==> config.mk <==
export PLATFORM = sky130hd
export DESIGN_NAME = omni_wheel_speed_mixer_unit
export DESIGN_NICKNAME = d
export VERILOG_FILES = /design/src/design/owsm_pkg.sv /design/src/design/omni_wheel_speed_mixer_unit.sv /design/src/design/owsm_queue.sv /design/src/design/owsm_front.sv /design/src/design/owsm_back.sv
export SDC_FILE = /design/constraint.sdc
export NUM_CORES = 2
export LEC_CHECK = 0
export BUFFER_PORTS_ARGS = -buffer_cell sky130_fd_sc_hd__buf_4
export CAP_MARGIN = 40
export CORE_AREA = 2 2 430 432
export CTS_BUF_LIST = sky130_fd_sc_hd__clkbuf_8
export CTS_CLUSTER_SIZE = 8
export DETAILED_ROUTE_END_ITERATION = 12
export DIE_AREA = 0 0 432 434
export GPL_TIMING_DRIVEN = 0
export PLACE_DENSITY = 0.71
export SKIP_CTS_REPAIR_TIMING = 1
export SLEW_MARGIN = 20
export SYNTH_ARGS = -nofsm -noshare
export SYNTH_HDL_FRONTEND = slang
export SYNTH_SLANG_ARGS = --single-unit
==> constraint.sdc <==
create_clock -name clk -period 12.3 [get_ports clk]
set_input_delay 0.615 -clock clk [delete_from_list [all_inputs] [get_ports clk]]
set_output_delay 0.615 -clock clk [all_outputs]
set_load 0.02 [all_outputs]
==> src/design/owsm_pkg.sv <==
// shared types, constants and the sine table generator for the omni wheel speed mixer
package owsm_pkg;

	localparam int FIELD_W   = 16;
	localparam int STEP_W    = 15;
	localparam int CFG_IDX_W = 2;
	localparam int MODE_W    = 2;

	// configuration register indexes
	localparam logic [CFG_IDX_W-1:0] REG_STEP_NORMAL = 2'd0;
	localparam logic [CFG_IDX_W-1:0] REG_STEP_SHIFT  = 2'd1;
	localparam logic [CFG_IDX_W-1:0] REG_STEP_FLY    = 2'd2;

	// speed modes
	localparam logic [MODE_W-1:0] MODE_NORMAL = 2'd0;
	localparam logic [MODE_W-1:0] MODE_SHIFT  = 2'd1;
	localparam logic [MODE_W-1:0] MODE_FLY    = 2'd2;

	localparam logic [STEP_W-1:0] STEP_NORMAL_RST = 15'd100;
	localparam logic [STEP_W-1:0] STEP_SHIFT_RST  = 15'd200;
	localparam logic [STEP_W-1:0] STEP_FLY_RST    = 15'd300;

	// 45 degrees as a 16-bit binary angle
	localparam logic [FIELD_W-1:0] EIGHTH_TURN = 16'h2000;
	// pi/2 with 30 fraction bits
	localparam logic [63:0] HALF_PI_Q30 = 64'd1686629713;

	localparam int MID_DEPTH = 2;
	localparam int OUT_DEPTH = 4;

	typedef logic signed [FIELD_W-1:0] speed_t;

	typedef struct packed {
		logic [STEP_W-1:0] step_normal;
		logic [STEP_W-1:0] step_shift;
		logic [STEP_W-1:0] step_fly;
	} step_cfg_t;

	// sine of r/2^qbits of a quarter turn, frac fraction bits, elaboration only
	function automatic logic [31:0] sine_quarter(input int unsigned r, input int unsigned qbits,
			input int unsigned frac);
		logic [63:0] q;
		logic [63:0] one;
		logic [63:0] x;
		logic [63:0] x2;
		logic [63:0] term;
		logic [63:0] pos;
		logic [63:0] neg;
		logic [63:0] s;
		logic [63:0] c;
		int unsigned n;
		q   = 64'd1 << qbits;
		one = 64'd1 << frac;
		if (r == 0) begin
			return 32'd0;
		end
		if (64'(r) >= q) begin
			return 32'(one);
		end
		x    = (64'(r) * HALF_PI_Q30 + (q >> 1)) >> qbits;
		x2   = (x * x) >> 30;
		term = x;
		pos  = x;
		neg  = 64'd0;
		for (n = 2; n <= 16; n += 2) begin
			term = ((term * x2) >> 30) / 64'(n * (n + 1));
			if (((n >> 1) & 1) != 0) begin
				neg += term;
			end else begin
				pos += term;
			end
		end
		s = (pos > neg) ? (pos - neg) : 64'd0;
		c = (s + (64'd1 << (29 - frac))) >> (30 - frac);
		if (c > one) begin
			c = one;
		end
		return 32'(c);
	endfunction

endpackage

==> src/design/omni_wheel_speed_mixer_unit.sv <==
// omni wheel speed mixer top level: configuration registers, front end, middle queue, back end
//
// usage
//   input side looks like a queue: an item transfers on a clock edge with push high and
//   full low. it carries target forward/lateral speed, spin rate, heading offset and mode.
//   result side looks like a queue: while empty is low the oldest four wheel targets sit on
//   the wheel ports, and they transfer on an edge with pop high.
//   configuration: cfg_index/cfg_data transfer when cfg_valid and cfg_ready are high;
//   cfg_ready is always high; an index beyond the step registers is ignored.
// timing
//   one item per cycle sustained while full is low; a result passes the middle queue, the
//   multiply stage, the mix stage and the result queue on its way to the wheel ports.
//   the smoothed speeds update in the transfer cycle, so items may follow back to back.
// reset
//   arst_n low clears both queues, the pipeline and the smoothed speeds; step registers
//   return to 100, 200 and 300. no clearing pass is needed.
// stall
//   when pop stays low the four-entry result queue fills, the back end stops draining the
//   two-entry middle queue, and full rises once that queue is full too.
module omni_wheel_speed_mixer_unit import owsm_pkg::*; #(
	parameter int TRIG_TABLE_BITS = 8,
	parameter int COEF_FRAC_BITS  = 15
) (
	input  logic                 clk,
	input  logic                 arst_n,
	input  logic                 push,
	output logic                 full,
	input  speed_t               target_forward,
	input  speed_t               target_lateral,
	input  speed_t               spin_rate,
	input  logic [FIELD_W-1:0]   heading_offset,
	input  logic [MODE_W-1:0]    speed_mode,
	output logic                 empty,
	input  logic                 pop,
	output speed_t               wheel_front_right,
	output speed_t               wheel_rear_right,
	output speed_t               wheel_rear_left,
	output speed_t               wheel_front_left,
	input  logic                 cfg_valid,
	output logic                 cfg_ready,
	input  logic [CFG_IDX_W-1:0] cfg_index,
	input  logic [STEP_W-1:0]    cfg_data
);

	// middle queue entry: smoothed speeds, spin and the four trig coefficients
	localparam int MID_W = 3 * FIELD_W + 4 * (COEF_FRAC_BITS + 2);

	step_cfg_t        step_cfg_q;
	logic             cfg_write;
	logic             mid_push;
	logic             mid_full;
	logic             mid_pop;
	logic             mid_empty;
	logic [MID_W-1:0] mid_wdata;
	logic [MID_W-1:0] mid_rdata;

	// configuration registers, always ready
	assign cfg_ready = 1'b1;
	assign cfg_write = cfg_valid & cfg_ready;

	always_ff @(posedge clk or negedge arst_n) begin
		if (!arst_n) begin
			step_cfg_q.step_normal <= STEP_NORMAL_RST;
			step_cfg_q.step_shift  <= STEP_SHIFT_RST;
			step_cfg_q.step_fly    <= STEP_FLY_RST;
		end else if (cfg_write) begin
			case (cfg_index)
				REG_STEP_NORMAL: step_cfg_q.step_normal <= cfg_data;
				REG_STEP_SHIFT:  step_cfg_q.step_shift  <= cfg_data;
				REG_STEP_FLY:    step_cfg_q.step_fly    <= cfg_data;
				default:         step_cfg_q <= step_cfg_q;
			endcase
		end
	end

	// input side stalls only on a full middle queue
	assign full = mid_full;

	owsm_front #(
		.TRIG_TABLE_BITS(TRIG_TABLE_BITS),
		.COEF_FRAC_BITS (COEF_FRAC_BITS)
	) u_front (
		.clk           (clk),
		.arst_n        (arst_n),
		.step_cfg      (step_cfg_q),
		.push          (push),
		.target_forward(target_forward),
		.target_lateral(target_lateral),
		.spin_rate     (spin_rate),
		.heading_offset(heading_offset),
		.speed_mode    (speed_mode),
		.mid_full      (mid_full),
		.mid_push      (mid_push),
		.mid_data      (mid_wdata)
	);

	// decouples the stateful front end from the result side stalls
	owsm_queue #(
		.WIDTH(MID_W),
		.DEPTH(MID_DEPTH)
	) u_mid_queue (
		.clk   (clk),
		.arst_n(arst_n),
		.push  (mid_push),
		.wdata (mid_wdata),
		.full  (mid_full),
		.pop   (mid_pop),
		.rdata (mid_rdata),
		.empty (mid_empty)
	);

	owsm_back #(
		.COEF_FRAC_BITS(COEF_FRAC_BITS)
	) u_back (
		.clk              (clk),
		.arst_n           (arst_n),
		.mid_empty        (mid_empty),
		.mid_data         (mid_rdata),
		.mid_pop          (mid_pop),
		.pop              (pop),
		.empty            (empty),
		.wheel_front_right(wheel_front_right),
		.wheel_rear_right (wheel_rear_right),
		.wheel_rear_left  (wheel_rear_left),
		.wheel_front_left (wheel_front_left)
	);

endmodule

==> src/design/owsm_queue.sv <==
// small first-in first-out queue with combinational read of the oldest entry
module owsm_queue import owsm_pkg::*; #(
	parameter int WIDTH = 64,
	parameter int DEPTH = 2
) (
	input  logic             clk,
	input  logic             arst_n,
	input  logic             push,
	input  logic [WIDTH-1:0] wdata,
	output logic             full,
	input  logic             pop,
	output logic [WIDTH-1:0] rdata,
	output logic             empty
);

	localparam int PTR_W = (DEPTH > 1) ? $clog2(DEPTH) : 1;
	localparam int CNT_W = $clog2(DEPTH + 1);
	localparam logic [PTR_W-1:0] LAST = PTR_W'(DEPTH - 1);
	localparam logic [CNT_W-1:0] FULL_CNT = CNT_W'(DEPTH);

	logic [WIDTH-1:0] mem_q [DEPTH];
	logic [PTR_W-1:0] wr_ptr_q;
	logic [PTR_W-1:0] rd_ptr_q;
	logic [CNT_W-1:0] cnt_q;
	logic             do_push;
	logic             do_pop;

	assign full    = (cnt_q == FULL_CNT);
	assign empty   = (cnt_q == '0);
	assign do_push = push & ~full;
	assign do_pop  = pop & ~empty;
	assign rdata   = mem_q[rd_ptr_q];

	always_ff @(posedge clk) begin
		if (do_push) begin
			mem_q[wr_ptr_q] <= wdata;
		end
	end

	always_ff @(posedge clk or negedge arst_n) begin
		if (!arst_n) begin
			wr_ptr_q <= '0;
			rd_ptr_q <= '0;
			cnt_q    <= '0;
		end else begin
			if (do_push) begin
				wr_ptr_q <= (wr_ptr_q == LAST) ? '0 : wr_ptr_q + 1'b1;
			end
			if (do_pop) begin
				rd_ptr_q <= (rd_ptr_q == LAST) ? '0 : rd_ptr_q + 1'b1;
			end
			case ({do_push, do_pop})
				2'b10:   cnt_q <= cnt_q + 1'b1;
				2'b01:   cnt_q <= cnt_q - 1'b1;
				default: cnt_q <= cnt_q;
			endcase
		end
	end

	assert property (@(posedge clk) disable iff (!arst_n) cnt_q <= FULL_CNT)
		else $error("queue occupancy above depth");
	assert property (@(posedge clk) disable iff (!arst_n)
		(do_push && !do_pop) |=> !empty)
		else $error("queue empty after a lone push");
	assert property (@(posedge clk) disable iff (!arst_n)
		(do_pop && !do_push && cnt_q == CNT_W'(1)) |=> empty)
		else $error("queue not empty after popping its last entry");

endmodule

==> src/design/owsm_front.sv <==
// front end: slew limit of the smoothed speeds and trig coefficient lookup
module owsm_front import owsm_pkg::*; #(
	parameter int TRIG_TABLE_BITS = 8,
	parameter int COEF_FRAC_BITS  = 15
) (
	input  logic                clk,
	input  logic                arst_n,
	input  step_cfg_t           step_cfg,
	input  logic                push,
	input  speed_t              target_forward,
	input  speed_t              target_lateral,
	input  speed_t              spin_rate,
	input  logic [FIELD_W-1:0]  heading_offset,
	input  logic [MODE_W-1:0]   speed_mode,
	input  logic                mid_full,
	output logic                mid_push,
	output logic [3*FIELD_W+4*(COEF_FRAC_BITS+2)-1:0] mid_data
);

	localparam int TB    = TRIG_TABLE_BITS;
	localparam int QB    = TRIG_TABLE_BITS - 2;
	localparam int QTR   = 1 << QB;
	localparam int TIX_W = TRIG_TABLE_BITS - 1;
	localparam int MAG_W = COEF_FRAC_BITS + 1;
	localparam int CW    = COEF_FRAC_BITS + 2;
	localparam logic [FIELD_W-1:0] ROUND_HALF = FIELD_W'(1 << (15 - TRIG_TABLE_BITS));
	localparam logic [TB-1:0]      QUARTER    = TB'(QTR);
	localparam logic [TIX_W-1:0]   QTR_IDX    = TIX_W'(QTR);

	speed_t            fwd_q;
	speed_t            lat_q;
	speed_t            fwd_nxt;
	speed_t            lat_nxt;
	logic [STEP_W-1:0] step;
	logic              accept;
	logic [FIELD_W-1:0] ang_a;
	logic [FIELD_W-1:0] ang_b;
	logic [TB-1:0]     idx_a;
	logic [TB-1:0]     idx_b;
	logic [TB-1:0]     lane_idx [4];
	logic signed [CW-1:0] lane_coef [4];
	logic [MAG_W-1:0]  sin_tab [QTR+1];

	function automatic speed_t slew(input speed_t cur, input speed_t tgt,
			input logic [STEP_W-1:0] stp);
		logic signed [FIELD_W:0] d;
		logic signed [FIELD_W:0] s;
		logic [FIELD_W:0]        ad;
		d  = (FIELD_W + 1)'(cur) - (FIELD_W + 1)'(tgt);
		s  = $signed({2'b00, stp});
		ad = d[FIELD_W] ? (FIELD_W + 1)'(-d) : (FIELD_W + 1)'(d);
		if (ad >= {2'b00, stp}) begin
			if (cur > tgt) begin
				return speed_t'((FIELD_W + 1)'(cur) - s);
			end
			if (cur < tgt) begin
				return speed_t'((FIELD_W + 1)'(cur) + s);
			end
		end
		return tgt;
	endfunction

	// quarter wave table, built at elaboration
	for (genvar gi = 0; gi <= QTR; gi++) begin : g_tab
		assign sin_tab[gi] = MAG_W'(sine_quarter(gi, QB, COEF_FRAC_BITS));
	end

	always_comb begin
		case (speed_mode)
			MODE_SHIFT: step = step_cfg.step_shift;
			MODE_FLY:   step = step_cfg.step_fly;
			default:    step = step_cfg.step_normal;
		endcase
	end

	assign accept   = push & ~mid_full;
	assign mid_push = accept;
	assign fwd_nxt  = slew(fwd_q, target_forward, step);
	assign lat_nxt  = slew(lat_q, target_lateral, step);

	// a = 45 deg - heading, b = 45 deg + heading, rounded to table resolution
	assign ang_a = EIGHTH_TURN - heading_offset + ROUND_HALF;
	assign ang_b = EIGHTH_TURN + heading_offset + ROUND_HALF;
	assign idx_a = ang_a[FIELD_W-1 -: TB];
	assign idx_b = ang_b[FIELD_W-1 -: TB];

	assign lane_idx[0] = idx_a;
	assign lane_idx[1] = idx_a + QUARTER;
	assign lane_idx[2] = idx_b;
	assign lane_idx[3] = idx_b + QUARTER;

	for (genvar li = 0; li < 4; li++) begin : g_lane
		logic [1:0]       quad;
		logic [TIX_W-1:0] r_ext;
		logic [TIX_W-1:0] tidx;
		logic signed [CW-1:0] mag;
		assign quad  = lane_idx[li][TB-1 -: 2];
		assign r_ext = {1'b0, lane_idx[li][QB-1:0]};
		assign tidx  = quad[0] ? (QTR_IDX - r_ext) : r_ext;
		assign mag   = $signed({1'b0, sin_tab[tidx]});
		assign lane_coef[li] = quad[1] ? -mag : mag;
	end

	assign mid_data = {fwd_nxt, lat_nxt, spin_rate,
		lane_coef[0], lane_coef[1], lane_coef[2], lane_coef[3]};

	always_ff @(posedge clk or negedge arst_n) begin
		if (!arst_n) begin
			fwd_q <= '0;
			lat_q <= '0;
		end else if (accept) begin
			fwd_q <= fwd_nxt;
			lat_q <= lat_nxt;
		end
	end

	assert property (@(posedge clk) disable iff (!arst_n)
		(accept && step == '0 && fwd_q != target_forward) |=> $stable(fwd_q))
		else $error("forward speed moved with a zero step");
	assert property (@(posedge clk) disable iff (!arst_n)
		!accept |=> ($stable(fwd_q) && $stable(lat_q)))
		else $error("smoothed speeds changed without a transfer");
	assert property (@(posedge clk) disable iff (!arst_n)
		(push && mid_full) |-> !mid_push)
		else $error("push into a full middle queue");

endmodule

==> src/design/owsm_back.sv <==
// back end: wheel products, mixing, rounding, saturation and the result queue
module owsm_back import owsm_pkg::*; #(
	parameter int COEF_FRAC_BITS = 15
) (
	input  logic   clk,
	input  logic   arst_n,
	input  logic   mid_empty,
	input  logic [3*FIELD_W+4*(COEF_FRAC_BITS+2)-1:0] mid_data,
	output logic   mid_pop,
	input  logic   pop,
	output logic   empty,
	output speed_t wheel_front_right,
	output speed_t wheel_rear_right,
	output speed_t wheel_rear_left,
	output speed_t wheel_front_left
);

	localparam int CW    = COEF_FRAC_BITS + 2;
	localparam int PW    = CW + FIELD_W;
	localparam int AW    = COEF_FRAC_BITS + 19;
	localparam int RW    = AW - COEF_FRAC_BITS;
	localparam int CNT_W = $clog2(OUT_DEPTH + 1);
	localparam int OW    = 4 * FIELD_W;
	localparam logic [CNT_W-1:0]  CREDITS = CNT_W'(OUT_DEPTH);
	localparam logic [AW-1:0]     RND     = AW'(1) << (COEF_FRAC_BITS - 1);

	speed_t fx;
	speed_t ly;
	speed_t spin;
	logic signed [CW-1:0] sa;
	logic signed [CW-1:0] ca;
	logic signed [CW-1:0] sb;
	logic signed [CW-1:0] cb;

	logic take;
	logic out_pop;
	logic out_full;
	logic [CNT_W-1:0] cnt_q;

	logic vld_s1_q;
	logic signed [PW-1:0] p_ca_s1;
	logic signed [PW-1:0] p_sa_s1;
	logic signed [PW-1:0] p_cb_s1;
	logic signed [PW-1:0] p_sb_s1;
	speed_t spin_s1;

	logic signed [AW-1:0] base;
	logic signed [AW-1:0] e_ca;
	logic signed [AW-1:0] e_sa;
	logic signed [AW-1:0] e_cb;
	logic signed [AW-1:0] e_sb;
	logic signed [AW-1:0] acc [4];

	logic vld_s2_q;
	speed_t wheel_s2 [4];
	logic [OW-1:0] out_rdata;

	function automatic speed_t sat16(input logic signed [AW-1:0] a);
		logic signed [RW-1:0] r;
		r = a[AW-1:COEF_FRAC_BITS];
		if (r > RW'(32767)) begin
			return 16'sh7fff;
		end
		if (r < -RW'(32768)) begin
			return 16'sh8000;
		end
		return speed_t'(r);
	endfunction

	assign {fx, ly, spin, sa, ca, sb, cb} = mid_data;

	// a slot in the result queue is reserved before an item enters the pipeline
	assign out_pop = pop & ~empty;
	assign take    = ~mid_empty & ((cnt_q < CREDITS) | out_pop);
	assign mid_pop = take;

	always_ff @(posedge clk) begin
		if (take) begin
			p_ca_s1 <= ca * fx;
			p_sa_s1 <= sa * ly;
			p_cb_s1 <= cb * fx;
			p_sb_s1 <= sb * ly;
			spin_s1 <= spin;
		end
	end

	// spin scaled to the coefficient point with the rounding half folded in
	assign base = (AW'(spin_s1) <<< COEF_FRAC_BITS) | RND;
	assign e_ca = AW'(p_ca_s1);
	assign e_sa = AW'(p_sa_s1);
	assign e_cb = AW'(p_cb_s1);
	assign e_sb = AW'(p_sb_s1);

	assign acc[0] = base + e_ca + e_sa;
	assign acc[1] = base + e_cb - e_sb;
	assign acc[2] = base - e_ca - e_sa;
	assign acc[3] = base - e_cb + e_sb;

	always_ff @(posedge clk) begin
		if (vld_s1_q) begin
			for (int i = 0; i < 4; i++) begin
				wheel_s2[i] <= sat16(acc[i]);
			end
		end
	end

	always_ff @(posedge clk or negedge arst_n) begin
		if (!arst_n) begin
			vld_s1_q <= 1'b0;
			vld_s2_q <= 1'b0;
			cnt_q    <= '0;
		end else begin
			vld_s1_q <= take;
			vld_s2_q <= vld_s1_q;
			case ({take, out_pop})
				2'b10:   cnt_q <= cnt_q + 1'b1;
				2'b01:   cnt_q <= cnt_q - 1'b1;
				default: cnt_q <= cnt_q;
			endcase
		end
	end

	owsm_queue #(
		.WIDTH(OW),
		.DEPTH(OUT_DEPTH)
	) u_out_queue (
		.clk   (clk),
		.arst_n(arst_n),
		.push  (vld_s2_q),
		.wdata ({wheel_s2[0], wheel_s2[1], wheel_s2[2], wheel_s2[3]}),
		.full  (out_full),
		.pop   (pop),
		.rdata (out_rdata),
		.empty (empty)
	);

	assign {wheel_front_right, wheel_rear_right, wheel_rear_left, wheel_front_left} = out_rdata;

	assert property (@(posedge clk) disable iff (!arst_n) cnt_q <= CREDITS)
		else $error("back end holds more items than it has credits");
	assert property (@(posedge clk) disable iff (!arst_n) vld_s2_q |-> !out_full)
		else $error("result reaches a full result queue");
	assert property (@(posedge clk) disable iff (!arst_n)
		(cnt_q == '0) |-> (empty && !vld_s1_q && !vld_s2_q))
		else $error("credit count lost track of an item");
	assert property (@(posedge clk) disable iff (!arst_n) take |-> ##2 vld_s2_q)
		else $error("item dropped inside the back pipeline");

endmodule

==> flow_summary.yaml <==
sta:
  clock.fmax_ghz: 0.0970
  slew_headroom_pct: 34.2
  final.setup_skew_ns: 0.0796
  setup_viol: 0
  worst_pin_slew_ns: 0.960
  fin_crit_sh_pct: 83.8
  slew_violations: 0
  finalWorstPathRequiredPeriod_ns: 10.31
  finalHoldViolations: 0
  grt_setup_unrepaired: "false"
  setup-tns-final_ns: 0
  final_critical_path_setup_slack_ns: 1.99
critical_path:
  worst-r2r-setup-slack_ns: 1.99
  max_stage_delay_ns: 0.71
  worst_setup_path_start_kind: "flip-flop"
  worst_ep_required_time_ns: 12.92
  path_common_cell: "fa_1"
  worstReg2RegEnd: "u_back.p_cb_s1[32]"
  arrival_ns: 10.93
  end_kind: "flip-flop"
  crit_type: "reg2reg"
  crit_slowest_cell: "clkbuf_1"
  worst-path-max-fanout: 10
  worst_r2r_startpoint: "u_mid_queue.rd_ptr_q"
  ff2ff_path_depth: 28
worst_hold_path:
  hold_path_end: "u_front.lat_q[15]"
  min-delay-path-class: "in2reg"
  min_delay_path_depth: 3
  hp-start: "target_lateral[15]"
clocking:
  cts_made_buffers: 137
  h-tree-depth: 4
  clock_tree.buffer_depth: 3
  cts_tree: "built"
  cts_sinks: 793
  clockRootBuffer: "clkbuf_8"
  post_cts_clock_slew_at_the_launch_and_capture_registers_of_the_worst_setup_and_hold_paths_ns: 0.06
  clock_insertion_delay_worst_skew_ns: 0.94
cells_and_area:
  layout-drive-gt1-share_pct: 9.52
  areaGrowthSynthToFinish_pct: 9.76
  layout.cell_area.non_filler_mm2: 0.0997
  layout_common_cells: "1,604 x inv_1, 1,184 x fa_1, 894 x nor2_1"
  final_common_cell: "inv_1"
  layout.nets: 11500
global_route:
  first_global_vias: 72100
  initial_antenna_violation_count: 7
  grtUsageTotal_pct: 31.1
  global_route.overflow_total: 0
  grt_max_degree: 67
  wire_length_of_the_first_global_routing_pass_um: 439000
detailed_routing:
  route.detailed.vias_per_inst: 5.86
  drt_drc_violations_left: 0
  vias: 70200
  drt-total-wl_um: 290000
  routedWlPerCell_um: 24.3
  detail-route-antenna-nets: 0
  drtIter0Drc: 6483
  drtPass1Iterations: 8
outcome:
  run_status: "complete, no violations"
yosys:
  avg_cell_area_syn_um2: 10.1
  synth_warnings: 0
  simple_gate_fraction_of_synth_area_pct: 10.4
  synth_top_family_by_area: "adder cells"
  seq_area_frac_synth_pct: 25.7
  post_synth_mux_area_share_pct: 5.82
  yosys_most_used_dff: "edfxtp_1"
  post_synth_edffs: 700
  compound_gate_fraction_of_synth_area_pct: 10.5
  synth_top_cells_by_area: "fa_1 26%, edfxtp_1 23%, ha_1 9.7%, inv_1 6.4%, nor2_1 3.7%"
  yosys_register_bits: 793
  asyncSetResetFlopFracSynth_pct: 11.7
  xor_xnor_share_of_the_synthesized_area_pct: 3.81
  synthDominantCellAreaShare_pct: 26.1
  netlist_instances: 9007
  synth-adder-area-share_pct: 35.8
  syn_nets: 11000
  synth_top_area_cell: "fa_1"
  synth_cell_area_mm2: 0.0908
  ys_types: 108
floorplanning:
  die_height_um: 434
  rows: 157
  floorplan.die_area_mm2: 0.187
  fp.coreArea_mm2: 0.182
  die_width_um: 432
  pin_count: 155
  initial_core_util_pct: 49.8
job:
  max_cap_viol_count: 0
place:
  globalplace.congestion: 1.00
  placed_cell_area_mm2: 0.0966
  pre_cts_ws_ns: 2.11
  numPortBuffers: 151
  detailed_place_hpwl_um: 237000
==> routing by layer <==
| metal | global-route usage, % | wire length, um | vias up |
|---|---|---|---|
| met5 | 0 | 34 | - |
| met4 | 13.7 | 14200 | 4 |
| met3 | 6.74 | 26600 | 685 |
| met2 | 49.8 | 133000 | 3392 |
| met1 | 40.6 | 116000 | 35200 |
| li1 | - | - | 30900 |
==> per-stage QoR <==
stage | utilization, % | hold slack (ns) | cells
6_report | 54.6 | 0.0639 | 12000
3_5_place_dp | 52.9 | 0.463 | 11700
4_1_cts | 54.3 | -0.426 | 11900
2_1_floorplan | - | 0.319 | 9007
5_1_grt | 54.6 | 0.0226 | 12000
3_3_place_gp | 52.0 | 0.457 | 11500
==> worst max-delay path by stage <==
stage | start | cells past startpoint | end
5_1_grt | u_mid_queue.rd_ptr_q | 28 | u_back.p_cb_s1[32]
6_report | u_mid_queue.rd_ptr_q | 28 | u_back.p_cb_s1[32]
2_1_floorplan | pop | 5 | u_mid_queue.cnt_q[1]
3_5_place_dp | u_mid_queue.rd_ptr_q | 28 | u_back.p_cb_s1[32]
3_3_place_gp | pop | 6 | u_mid_queue.cnt_q[1]
4_1_cts | u_mid_queue.rd_ptr_q | 28 | u_back.p_cb_s1[32]
==> critical path: cells and delay by family (launching register included) <==
family                     cells  cell delay (ns)
adders and majority gates      7             3.33
buffers and inverters          9             2.55
AOI/OAI and AO/OA              8             2.48
and+or+nand+nor                2             0.49
muxes                          1             0.43
xor gates and xnor gates       1             0.36
DFF                            1             0.33
==> synthesized netlist by cell type, drive strengths merged (22+ instances only) <==
| master | n |
|---|---|
| inv | 1561 |
| fa | 1184 |
| nor2 | 897 |
| nand2 | 731 |
| ha | 704 |
| edfxtp | 700 |
| a21oi | 377 |
| xnor2 | 288 |
| o21ai | 281 |
| clkbuf | 235 |
| mux2 | 194 |
| a21o | 160 |
| mux2i | 157 |
| nor3 | 139 |
| nand3 | 105 |
| xor2 | 101 |
| buf | 84 |
| dfrtp | 83 |
| mux4 | 67 |
| a211oi | 60 |
| nand2b | 59 |
| a31oi | 51 |
| o211ai | 50 |
| o21bai | 49 |
| nor2b | 41 |
| nand4 | 38 |
| o31ai | 37 |
| a22oi | 32 |
| o21a | 32 |
| or3 | 32 |
| and2 | 30 |
| and3 | 29 |
| o22ai | 27 |
| o2111ai | 25 |
| or2 | 23 |
| a221oi | 22 |
| nor4 | 22 |
==> cell families after synthesis <==
| kind of cell | count (synthesis) |
|---|---|
| compound gates | 1440 |
| xor+xnor | 389 |
| fa+ha+maj | 1889 |
| buf+inv | 1887 |
| flops | 793 |
| mux | 418 |
| other cells | 1 |
| simple gates | 2190 |
==> registers in the layout, indices dropped and copies added (netlist names), 16 cells and up <==
register,flops
u_front.fwd_q,16
u_front.lat_q,16
step_cfg_q,45
u_back.spin_s1,16
u_back.p_cb_s1,33
u_back.p_sa_s1,33
u_mid_queue.mem_q,232
u_back.wheel_s2,64
u_back.p_ca_s1,33
u_back.u_out_queue.mem_q,256
u_back.p_sb_s1,33
==> final cells by class <==
cell class | instances | area, um^2
antenna | 8 | 20.0
buffer | 319 | 1260
clock buffer | 143 | 1970
clock inverter | 91 | 594
fill | 15800 | 82800
inverter | 1568 | 5890
multi-input combinational | 6327 | 60500
sequential | 793 | 23400
tap | 2385 | 2980
timing repair buffer | 339 | 3060
Power is not shown: default switching activity piles up to over one toggle a cycle in this logic, so the estimate is an artifact.
